### config.mk
export PLATFORM = sky130hd
export DESIGN_NAME = sorted_distinct_value_counter_unit
export DESIGN_NICKNAME = d
export VERILOG_FILES = /design/src/hdl/sdvc_pkg.sv /design/src/hdl/sdvc_ctrl.sv /design/src/hdl/sdvc_dp.sv /design/src/hdl/sorted_distinct_value_counter_unit.sv
export SDC_FILE = /design/constraint.sdc
export NUM_CORES = 2
export LEC_CHECK = 0
export BUFFER_PORTS_ARGS = -buffer_cell sky130_fd_sc_hd__buf_4
export CORE_UTILIZATION = 45
export CTS_BUF_LIST = sky130_fd_sc_hd__clkbuf_2
export CTS_CLUSTER_SIZE = 8
export DETAILED_ROUTE_END_ITERATION = 8
export HOLD_SLACK_MARGIN = 0.1
export SYNTH_ARGS = -nofsm -noshare
export SYNTH_HDL_FRONTEND = slang
export SYNTH_HIERARCHICAL = 1
export SYNTH_SLANG_ARGS = --single-unit
### constraint.sdc
create_clock -name clk -period 10.95 [get_ports clk]
set_input_delay 1.6425 -clock clk [delete_from_list [all_inputs] [get_ports clk]]
set_output_delay 1.6425 -clock clk [all_outputs]
set_load 0.01 [all_outputs]
### src/hdl/sdvc_pkg.sv
// ----------------------------------------------------------------------------
// sdvc_pkg
// Shared types and constants of the sorted distinct value counter.
// ----------------------------------------------------------------------------
package sdvc_pkg;

	localparam int CAPACITY_DEF    = 64;
	localparam int VALUE_WIDTH_DEF = 32;
	localparam int COUNT_WIDTH_DEF = 20;

	localparam logic [1:0] KIND_ADD   = 2'd0;
	localparam logic [1:0] KIND_LOOK  = 2'd1;
	localparam logic [1:0] KIND_DUMP  = 2'd2;
	localparam logic [1:0] KIND_CLEAR = 2'd3;

	typedef enum logic [2:0] {
		EM_NONE,
		EM_HIT,
		EM_HIT_ADD,
		EM_MISS,
		EM_OVF,
		EM_NEW,
		EM_DUMP,
		EM_EMPTY
	} em_t;

	typedef struct packed {
		logic load;
		logic idx_clr;
		logic idx_inc;
		logic idx_dec;
		logic idx_used;
		logic pos_ld;
		logic rd_prev;
		logic wr_shift;
		logic wr_new;
		logic wr_inc;
		logic used_clr;
		em_t  emit;
	} cmd_t;

	typedef struct packed {
		logic idx_lt_used;
		logic idx_gt_pos;
		logic idx_last;
		logic key_lt;
		logic key_eq;
		logic full;
		logic empty;
	} stat_t;

endpackage

### src/hdl/sdvc_ctrl.sv
// ----------------------------------------------------------------------------
// sdvc_ctrl
// Sequencer for scan, shift-insert, dump and clear over the table memory.
// ----------------------------------------------------------------------------
module sdvc_ctrl (
	input  logic           clk,
	input  logic           arst_n,
	input  logic           start,
	input  logic [1:0]     kind,
	input  sdvc_pkg::stat_t st,
	output sdvc_pkg::cmd_t  cmd,
	output logic           busy
);
	import sdvc_pkg::*;

	typedef enum logic [2:0] {
		IDLE, S_RD, S_CMP, SH, SH_WR, D_RD, D_EM
	} state_t;

	state_t     state_q, state_d;
	logic [1:0] kind_q;

	assign busy = (state_q != IDLE);

	always_comb begin
		cmd     = '0;
		cmd.emit = EM_NONE;
		state_d = state_q;
		case (state_q)
			IDLE: begin
				if (start) begin
					cmd.load    = 1'b1;
					cmd.idx_clr = 1'b1;
					case (kind)
						KIND_CLEAR: cmd.used_clr = 1'b1;
						KIND_DUMP: begin
							if (st.empty) cmd.emit = EM_EMPTY;
							else state_d = D_RD;
						end
						default: state_d = S_RD;
					endcase
				end
			end
			S_RD: begin
				if (st.idx_lt_used) begin
					state_d = S_CMP;
				end else if (kind_q == KIND_LOOK) begin
					cmd.emit = EM_MISS;
					state_d  = IDLE;
				end else if (st.full) begin
					cmd.emit = EM_OVF;
					state_d  = IDLE;
				end else begin
					cmd.pos_ld   = 1'b1;
					cmd.idx_used = 1'b1;
					state_d      = SH;
				end
			end
			S_CMP: begin
				if (st.key_lt) begin
					cmd.idx_inc = 1'b1;
					state_d     = S_RD;
				end else if (st.key_eq) begin
					if (kind_q == KIND_ADD) begin
						cmd.wr_inc = 1'b1;
						cmd.emit   = EM_HIT_ADD;
					end else begin
						cmd.emit = EM_HIT;
					end
					state_d = IDLE;
				end else if (kind_q == KIND_LOOK) begin
					cmd.emit = EM_MISS;
					state_d  = IDLE;
				end else if (st.full) begin
					cmd.emit = EM_OVF;
					state_d  = IDLE;
				end else begin
					cmd.pos_ld   = 1'b1;
					cmd.idx_used = 1'b1;
					state_d      = SH;
				end
			end
			SH: begin
				if (st.idx_gt_pos) begin
					cmd.rd_prev = 1'b1;
					state_d     = SH_WR;
				end else begin
					cmd.wr_new = 1'b1;
					cmd.emit   = EM_NEW;
					state_d    = IDLE;
				end
			end
			SH_WR: begin
				cmd.wr_shift = 1'b1;
				cmd.idx_dec  = 1'b1;
				state_d      = SH;
			end
			D_RD: state_d = D_EM;
			D_EM: begin
				cmd.emit    = EM_DUMP;
				cmd.idx_inc = 1'b1;
				state_d     = st.idx_last ? IDLE : D_RD;
			end
			default: state_d = IDLE;
		endcase
	end

	always_ff @(posedge clk or negedge arst_n) begin
		if (!arst_n) begin
			state_q <= IDLE;
			kind_q  <= KIND_ADD;
		end else begin
			state_q <= state_d;
			if (cmd.load) kind_q <= kind;
		end
	end

endmodule

### src/hdl/sdvc_dp.sv
// ----------------------------------------------------------------------------
// sdvc_dp
// Table memory, index and position registers, compare and result registers.
// ----------------------------------------------------------------------------
module sdvc_dp #(
	parameter int CAPACITY    = sdvc_pkg::CAPACITY_DEF,
	parameter int VALUE_WIDTH = sdvc_pkg::VALUE_WIDTH_DEF,
	parameter int COUNT_WIDTH = sdvc_pkg::COUNT_WIDTH_DEF
) (
	input  logic              clk,
	input  logic              arst_n,
	input  logic [31:0]       sample_value,
	input  sdvc_pkg::cmd_t    cmd,
	output sdvc_pkg::stat_t   st,
	output logic              strobe,
	output logic [5:0]        entry_index,
	output logic [31:0]       entry_value,
	output logic [19:0]       entry_count,
	output logic              found,
	output logic              was_new,
	output logic              table_overflow,
	output logic [6:0]        distinct_total,
	output logic [31:0]       most_frequent_value,
	output logic              last
);
	import sdvc_pkg::*;

	localparam int IW = (CAPACITY > 1) ? $clog2(CAPACITY) : 1;
	localparam int UW = $clog2(CAPACITY + 1);
	localparam int VW = VALUE_WIDTH;
	localparam int CW = COUNT_WIDTH;

	logic [VW-1:0] keys_mem [CAPACITY];
	logic [CW-1:0] cnt_mem  [CAPACITY];

	logic [VW-1:0] key_q, rkey_q, best_val_q, best_val_d;
	logic [CW-1:0] rcnt_q, best_cnt_q, cnt_sat;
	logic [UW-1:0] used_q, idx_q, pos_q, idx_m1;
	logic [IW-1:0] raddr;
	logic [VW+31:0] ext_in;
	logic [VW+31:0] ext_out;
	logic [VW+31:0] ext_mfv;
	logic [CW+19:0] ext_cnt;
	logic [UW+5:0]  ext_idx;
	logic [UW+6:0]  ext_used;
	logic [UW-1:0] used_new;

	assign ext_in   = {{VW{sample_value[31]}}, sample_value};
	assign idx_m1   = idx_q - UW'(1);
	assign raddr    = cmd.rd_prev ? idx_m1[IW-1:0] : idx_q[IW-1:0];
	assign cnt_sat  = (rcnt_q == {CW{1'b1}}) ? rcnt_q : rcnt_q + CW'(1);
	assign used_new = used_q + UW'(1);

	assign st.idx_lt_used = (idx_q < used_q);
	assign st.idx_gt_pos  = (idx_q > pos_q);
	assign st.idx_last    = ((idx_q + UW'(1)) == used_q);
	assign st.key_lt      = ($signed(rkey_q) < $signed(key_q));
	assign st.key_eq      = (rkey_q == key_q);
	assign st.full        = (used_q == UW'(CAPACITY));
	assign st.empty       = (used_q == '0);

	assign best_val_d = ((idx_q == '0) || (rcnt_q > best_cnt_q)) ? rkey_q : best_val_q;

	always_ff @(posedge clk) begin
		rkey_q <= keys_mem[raddr];
		rcnt_q <= cnt_mem[raddr];
		if (cmd.wr_shift) begin
			keys_mem[idx_q[IW-1:0]] <= rkey_q;
			cnt_mem[idx_q[IW-1:0]]  <= rcnt_q;
		end else if (cmd.wr_new) begin
			keys_mem[idx_q[IW-1:0]] <= key_q;
			cnt_mem[idx_q[IW-1:0]]  <= CW'(1);
		end else if (cmd.wr_inc) begin
			cnt_mem[idx_q[IW-1:0]] <= cnt_sat;
		end
	end

	always_ff @(posedge clk) begin
		if (cmd.load) key_q <= ext_in[VW-1:0];
		if (cmd.pos_ld) pos_q <= idx_q;
		if (cmd.emit == EM_DUMP) begin
			best_val_q <= best_val_d;
			best_cnt_q <= ((idx_q == '0) || (rcnt_q > best_cnt_q)) ? rcnt_q : best_cnt_q;
		end
	end

	always_ff @(posedge clk or negedge arst_n) begin
		if (!arst_n) begin
			used_q <= '0;
			idx_q  <= '0;
		end else begin
			if (cmd.used_clr) used_q <= '0;
			else if (cmd.wr_new) used_q <= used_new;
			if (cmd.idx_clr) idx_q <= '0;
			else if (cmd.idx_used) idx_q <= used_q;
			else if (cmd.idx_inc) idx_q <= idx_q + UW'(1);
			else if (cmd.idx_dec) idx_q <= idx_m1;
		end
	end

	logic [VW-1:0] o_val, o_mfv;
	logic [CW-1:0] o_cnt;
	logic [UW-1:0] o_idx, o_used;
	logic          o_fnd, o_new, o_ovf, o_last;

	always_comb begin
		o_val  = key_q;
		o_mfv  = '0;
		o_cnt  = '0;
		o_idx  = '0;
		o_used = used_q;
		o_fnd  = 1'b0;
		o_new  = 1'b0;
		o_ovf  = 1'b0;
		o_last = 1'b1;
		case (cmd.emit)
			EM_HIT: begin
				o_idx = idx_q;
				o_cnt = rcnt_q;
				o_fnd = 1'b1;
			end
			EM_HIT_ADD: begin
				o_idx = idx_q;
				o_cnt = cnt_sat;
				o_fnd = 1'b1;
			end
			EM_OVF: o_ovf = 1'b1;
			EM_NEW: begin
				o_idx  = idx_q;
				o_cnt  = CW'(1);
				o_new  = 1'b1;
				o_used = used_new;
			end
			EM_DUMP: begin
				o_idx  = idx_q;
				o_val  = rkey_q;
				o_cnt  = rcnt_q;
				o_last = st.idx_last;
				o_mfv  = st.idx_last ? best_val_d : '0;
			end
			EM_EMPTY: o_val = '0;
			default: ;
		endcase
	end

	assign ext_out  = {32'd0, o_val};
	assign ext_mfv  = {32'd0, o_mfv};
	assign ext_cnt  = {20'd0, o_cnt};
	assign ext_idx  = {6'd0, o_idx};
	assign ext_used = {7'd0, o_used};

	always_ff @(posedge clk) begin
		entry_index         <= ext_idx[5:0];
		entry_value         <= ext_out[31:0];
		entry_count         <= ext_cnt[19:0];
		found               <= o_fnd;
		was_new             <= o_new;
		table_overflow      <= o_ovf;
		distinct_total      <= ext_used[6:0];
		most_frequent_value <= ext_mfv[31:0];
		last                <= o_last;
	end

	always_ff @(posedge clk or negedge arst_n) begin
		if (!arst_n) strobe <= 1'b0;
		else strobe <= (cmd.emit != EM_NONE);
	end

endmodule

### src/hdl/sorted_distinct_value_counter_unit.sv
// ----------------------------------------------------------------------------
// sorted_distinct_value_counter_unit
// Sorted table of distinct values with saturating occurrence counts.
// ----------------------------------------------------------------------------
// Usage: drive kind and sample_value with start; the item is taken on a
// clock edge where start is high and busy is low. Clear takes effect at
// once and returns nothing. Results appear for one cycle with strobe high;
// last marks the final result of an item. The receiver cannot stall.
// Steps of each item:
//   lookup, add hit: linear scan from entry 0, then a registered result.
//   add of a new value: scan, then entries are shifted up
//   one at a time through the table memory before the new one is written.
//   dump: one entry at a time; an empty table gives a single result.
// A new item is taken once busy falls. Reset empties the table; the
// memory itself is not swept since only entries below the fill count
// are read.
// ----------------------------------------------------------------------------
module sorted_distinct_value_counter_unit #(
	parameter int CAPACITY    = sdvc_pkg::CAPACITY_DEF,
	parameter int VALUE_WIDTH = sdvc_pkg::VALUE_WIDTH_DEF,
	parameter int COUNT_WIDTH = sdvc_pkg::COUNT_WIDTH_DEF
) (
	input  logic        clk,
	input  logic        arst_n,
	input  logic        start,
	output logic        busy,
	input  logic [1:0]  kind,
	input  logic [31:0] sample_value,
	output logic        strobe,
	output logic [5:0]  entry_index,
	output logic [31:0] entry_value,
	output logic [19:0] entry_count,
	output logic        found,
	output logic        was_new,
	output logic        table_overflow,
	output logic [6:0]  distinct_total,
	output logic [31:0] most_frequent_value,
	output logic        last
);
	import sdvc_pkg::*;

	cmd_t  cmd;
	stat_t st;

	sdvc_ctrl u_ctrl (
		.clk, .arst_n, .start, .kind, .st, .cmd, .busy
	);

	sdvc_dp #(
		.CAPACITY(CAPACITY), .VALUE_WIDTH(VALUE_WIDTH), .COUNT_WIDTH(COUNT_WIDTH)
	) u_dp (
		.clk, .arst_n, .sample_value, .cmd, .st, .strobe,
		.entry_index, .entry_value, .entry_count, .found, .was_new,
		.table_overflow, .distinct_total, .most_frequent_value, .last
	);

endmodule

==> Word-level counts from Yosys, hierarchy flattened <==
Memories as Yosys holds them, arrays and structs flattened. A register that Yosys moved wholly into a read port is not among the register bits.
Index checks and enable logic that the tools add are counted.
W data, S select, Z words.
{ "word_totals": {"regBits": 212, "ramBits": 3328, "inputBits": 37, "out_inout_bits": 103, "wordCells": 138, "mem_count": 2} }
{ "classes": {"n_addsub": 4, "order_cmp": 4, "n_eq_ne": 22, "n_mux": 70, "bitwise_logic": 3, "reduce_logical": 15} }
{ "memory_table": {"columns": ["name", "words", "word_bits", "read_ports", "rd_clocked_by_memory_dff", "write_ports", "line", "text"], "rows": [
  ["u_dp.keys_mem", 64, 32, 1, 1, 1, "sdvc_dp.sv:33", "logic [VW-1:0] keys_mem [CAPACITY];"],
  ["u_dp.cnt_mem", 64, 20, 1, 1, 1, "sdvc_dp.sv:34", "logic [CW-1:0] cnt_mem [CAPACITY];"]
]} }
{ "op_table": {"columns": ["cell", "count"], "rows": [
  ["$mux W32", 2],
  ["$pmux W32 S2", 1],
  ["$mux W20", 3],
  ["$pmux W20 S3", 1],
  ["$mux W7", 7],
  ["$mux W3", 16],
  ["$eq A32 B32 Y1", 1],
  ["$lt A32 B32 Y1", 1],
  ["$mux W1", 24],
  ["$eq A3 B3 Y1 const B", 7],
  ["$pmux W3 S7", 1],
  ["$add A20 B1 Y20 const B", 1],
  ["$eq A20 B20 Y1 const B", 1],
  ["$gt A20 B20 Y1", 1],
  ["$mux W2", 9],
  ["$pmux W3 S5", 1],
  ["$add A7 B1 Y7 const B", 2],
  ["$logic_not A7 Y1", 2],
  ["$eq A3 B2 Y1 const B", 3],
  ["$eq A7 B7 Y1", 1],
  ["$eq A7 B7 Y1 const B", 1],
  ["$gt A7 B7 Y1", 1],
  ["$lt A7 B7 Y1", 1],
  ["$sub A7 B1 Y7 const B", 1],
  ["21 further kinds", 29]
]} }

==> Depth between registers and ports, before layout <==
{ "depth": {"depth_word": 10, "depth_mapped": 23, "ltp_nobuf": 20} }

==> By module <==
The synthesis kept the hierarchy.
{ "modules_own_cells": {"columns": ["mod", "instances", "cells_per_inst", "area_each_um2", "seq_area_each_um2"], "rows": [
  ["sdvc_dp", 1, 11870, 172708.1, 106106.8],
  ["sdvc_ctrl", 1, 70, 596.8, 125.1]
]} }

==> Worst setup path before layout <==
Ideal clock, no wire load.
{ "synth_path": {"path_kind": "reg2reg", "start": "register u_dp.key_q[9]", "end": "memory u_dp/cnt_mem[0][17] in the netlist's numbering (data pin)", "setup_ns": 0.768, "t_arrival_ns": 5.615, "t_required_ns": 10.182, "slack_ns": 4.568, "stages_incl_launch_ff": 17, "path_buffers": 1, "synth_period_minus_slack_ns": 6.382, "cell_sequence": "edfxtp_1 > inv_1 > ha_1 > a211oi_1 > nor2_1 > o31ai_1 > nand4b_1 > a221oi_1 > mux2i_1 > nor4b_4 > nand2_1 > nor3_1 > nand2_1 > clkbuf_1 > a21oi_1 > nor2_1 > a311oi_1"} }
{ "synth_rtl": {"columns": ["element", "line", "text"], "rows": [
  ["start: declaration", "sdvc_dp.sv:36", "logic [VW-1:0] key_q, rkey_q, best_val_q, best_val_d;"],
  ["start signal: assignment", "sdvc_dp.sv:79", "if (cmd.load) key_q <= ext_in[VW-1:0];"],
  ["end: declaration", "sdvc_dp.sv:34", null]
]} }

==> impl_metrics.yaml <==
global_routing:
  grt_pass1_wl_um: 754000
  grt_max_degree: 191
  globalRoute.busiestLayer: "met2"
  grt_usage_pct: 26.1
  use_met3_pct: 3.87
  use_met1_pct: 33.7
  grt_overflow: 0
  use_met2_pct: 43.3
  antenna_found_initial: 11
  grt_pass1_vias: 114534
critical_path:
  start_kind: "flop"
  cp.arrival_ns: 9.94
  cp_max_fo: 89
  r2r_slack_ns: 3.06
  critPathMaxStageDelay_ns: 1.33
  r2r-start: "u_dp/idx_q[0]"
  endpoint_kind: "flop"
  path_cells: "inv_8 > ha_1 > inv_1 > a21o_1 > a21oi_1 > o21ai_0 > o22a_1 > and3_4 > buf_12 > buf_4 > buf_4 > mux2i_1 > a22oi_1 > nand4_1 > o2111ai_1 > nor3_1"
  slowest_stage: "nor3_1"
  cpMostUsedCell: "buf_4"
  worstPathRequired_ns: 12.99
  worstRegToRegCells: 16
  path_class: "reg2reg"
  regToRegEndpoint: "u_dp/rkey_q[29]"
sta:
  rsz0062_at_grt: "no"
  fin_setup_tns_ns: 0
  skew_ns: 0.202
  period_share_pct: 72.1
  finalCriticalPeriod_ns: 7.89
  setup_violations: 0
  slew_headroom_pct: -2.63
  worst_slew_pin_slew_ns: 1.50
  setup_ws_ns: 3.06
  fmax_mhz: 127
  final-hold-violation-count: 0
  slew_violations: 2
power_and_ir_drop:
  power.total_mw: 50.0
  powerDensity_mw_per_mm2: 264
  power.leakage_nw: 63.7
  p_sw_mw: 20.9
  p_int_mw: 29.1
  pwr-share-comb_pct: 44.5
  ir_drop_mv: 0.367
  power.share.clock_pct: 17.8
  p_seq_share_pct: 37.7
  swShare_pct: 41.8
place:
  io_buffer_count: 139
  hpwl_um: 296000
  dp_slack_ns: 3.09
  dpl.cell_count: 16563
  gp_congestion: 0.922
floorplanning:
  start_util_pct: 45.3
  io_pins: 140
  die_h_um: 623
  die_width_um: 623
  num_rows: 227
  core-area_mm2: 0.383
  dieArea_mm2: 0.388
route:
  drt.antenna.violating_nets: 0
  routed_wl_um: 525000
  drc: 0
  drtPass1Iterations: 8
  drt_iter0_drc: 10091
  routedWlPerCell_um: 28.8
  vias_per_cell: 6.18
  vias: 112719
synthesis:
  yosys-top-cells-area: "edfxtp_1 (59%), mux2i_1 (18%), mux2_2 (3.5%)"
  synth_top_area_cell: "edfxtp_1"
  synth_top_area_share_pct: 59.2
  syn_area_mm2: 0.173
  synth-seq-cells: 3592
  synth_cell_type_count: 94
  yosys_warnings: 6
  synthesis.nets: 12052
  ys.flop_type: "edfxtp_1"
  ys_seq_area_share_pct: 61.3
  syn_area_per_cell_um2: 14.5
  async_reset_ff_share_pct: 0.557
  synth_edf_count: 3419
  synth_cells: 11940
clocking:
  cts.repair.resized: 0
  clockBufferDepth: 4
  cts_root_buffer: "clkbuf_2"
  clk_latency_ns: 2.31
  cts_setup_buffers: 0
  cts_sinks: 3592
  path_clk_slew_ns: 0.11
  htreeDepth: 6
  tritoncts: "yes"
  numCtsBuffers: 891
  ctsHoldBuffers: 75
outcome:
  status: "finished, violations left"
  violations: "capacitance limit, slew limit"
final_layout:
  area_growth_syn_to_layout_pct: 9.05
  nNetsFinal: 12608
  fin_cells: 18243
  drive_above_1_share_pct: 21.3
  fill_cells: 32950
min_path:
  hold_class: "in2reg"
  holdPathStages: 5
  holdPathEnd: "u_ctrl/state_q[2]"
  min_from: "kind[0]"
flow_run:
  cap_violations: 2
-- per-stage QoR --
stage | hold slack [ns] | cell area, µm² | util [%]
after floorplan | 0.431 | 173000 | -
after global placement | 0.502 | 180000 | 47.0
after detailed placement | 0.508 | 180000 | 47.1
after CTS | 0.173 | 189000 | 49.3
after global routing | 0.350 | 189000 | 49.4
final | 0.464 | 189000 | 49.4
-- worst max path at each step --
stage | start | end | slack (ns) | cells past startpoint
floorplan | u_dp/key_q[9] | u_dp/cnt_mem[0][17] | 4.57 | 16
global placement | u_dp/idx_q[0] | u_dp/rkey_q[8] | 1.77 | 17
detailed placement | u_dp/idx_q[0] | u_dp/rkey_q[29] | 3.09 | 16
CTS | u_dp/idx_q[0] | u_dp/rkey_q[29] | 3.19 | 16
global route | u_dp/idx_q[0] | u_dp/rkey_q[29] | 2.90 | 16
finish | u_dp/idx_q[0] | u_dp/rkey_q[29] | 3.06 | 16
-- placed cells by master (no fill, tap or decap), drive strengths merged, types with 17 or more instances in the layout --
cell,Yosys,layout
edfxtp,3419,3419
mux2i,3123,3123
clkbuf,283,1313
nand2,734,734
mux2,544,544
o211ai,515,515
buf,647,513
nor2,382,382
a22oi,381,381
o22ai,309,309
clkinv,1,250
nand4,224,224
dfxtp,153,153
a22o,137,137
mux4,109,109
a221oi,106,106
inv,86,103
a2111oi,103,103
o21ai,96,96
a21oi,95,95
ha,75,75
dlygate4sd3,0,74
nor3,73,73
nand3,65,65
o2111ai,52,52
xnor2,22,22
dfrtp,20,20
a31oi,17,17
-- cell usage after synthesis, types with 13 or more instances --
cell       number
o22ai_1       309
a22o_1        137
buf_4         123
mux2i_1      3123
a221oi_1      105
o21ai_0        91
a2111oi_0     103
and2_1         15
xnor2_1        21
buf_1          42
buf_6          20
nand4_1       224
nor2_1        381
mux2_2        544
nand3_1        64
a22oi_1       379
nand2_1       732
o211ai_1      515
dfxtp_1       153
dfrtp_1        20
mux4_2        109
o2111ai_1      52
ha_1           75
nor3_1         68
clkbuf_1      283
edfxtp_1     3419
nand2b_1       13
buf_2         462
inv_1          84
a21oi_2        34
a21oi_1        59
a31oi_1        17
-- critical path: cells and delay by family (launching register included) --
family / cells / cell delay [ns]
compound gates: 6 / 1.33
flops: 1 / 1.08
mux: 1 / 0.29
simple gates: 3 / 2.04
buf+inv: 5 / 2.44
fa+ha+maj: 1 / 0.34
-- metal layers --
layer | routed length [µm] | up-vias | share of wire, %
met5 | 126 | - | 0.024
met4 | 25000 | 18 | 4.8
met3 | 35600 | 1060 | 6.8
met2 | 251000 | 4388 | 48
met1 | 214000 | 58075 | 41
li1 | - | 49178 | -
-- logic make-up after synthesis --
| group | after synthesis | share of synthesized area, % |
|---|---|---|
| AOI/OAI and AO/OA | 1872 | 8.02 |
| xor gates and xnor gates | 30 | 0.176 |
| adders and majority gates | 75 | 0.541 |
| buffers and inverters | 1017 | 2.89 |
| DFF | 3592 | 61.3 |
| muxes | 3776 | 23.0 |
| and+or+nand+nor | 1578 | 4.09 |
-- layout make-up --
class                           count  area [µm²]  area share, %
Inverter                           87         334          0.177
Sequential cell                  3592      106000           56.2
Clock inverter                    283        1390          0.738
Antenna cell                        7        17.5        0.00927
Tap cell                         5038        6300           3.34
Timing Repair Buffer              593        4960           2.63
Clock buffer                     1312        6570           3.47
Multi-Input combinational cell   7331       63200           33.4
-- state kept, by name, indices dropped and copies added, names as in the netlist, 32 cells and up --
register,count
u_dp/rkey_q,32
u_dp/best_val_q,32
u_dp/most_frequent_value,32
u_dp/entry_value,32
u_dp/cnt_mem,1280
u_dp/keys_mem,2048
u_dp/key_q,32
-- power by group through the flow --
stage	logic [mW]	clock network [mW]	registers, mW
after floorplan	14.6	0	18.8
after global placement	21.4	0	19.1
after detailed placement	22.0	0	19.1
after CTS	22.1	9.15	18.8
after global routing	23.3	9.79	18.8
final	22.3	8.89	18.8
(Power assumes the default switching activity.)
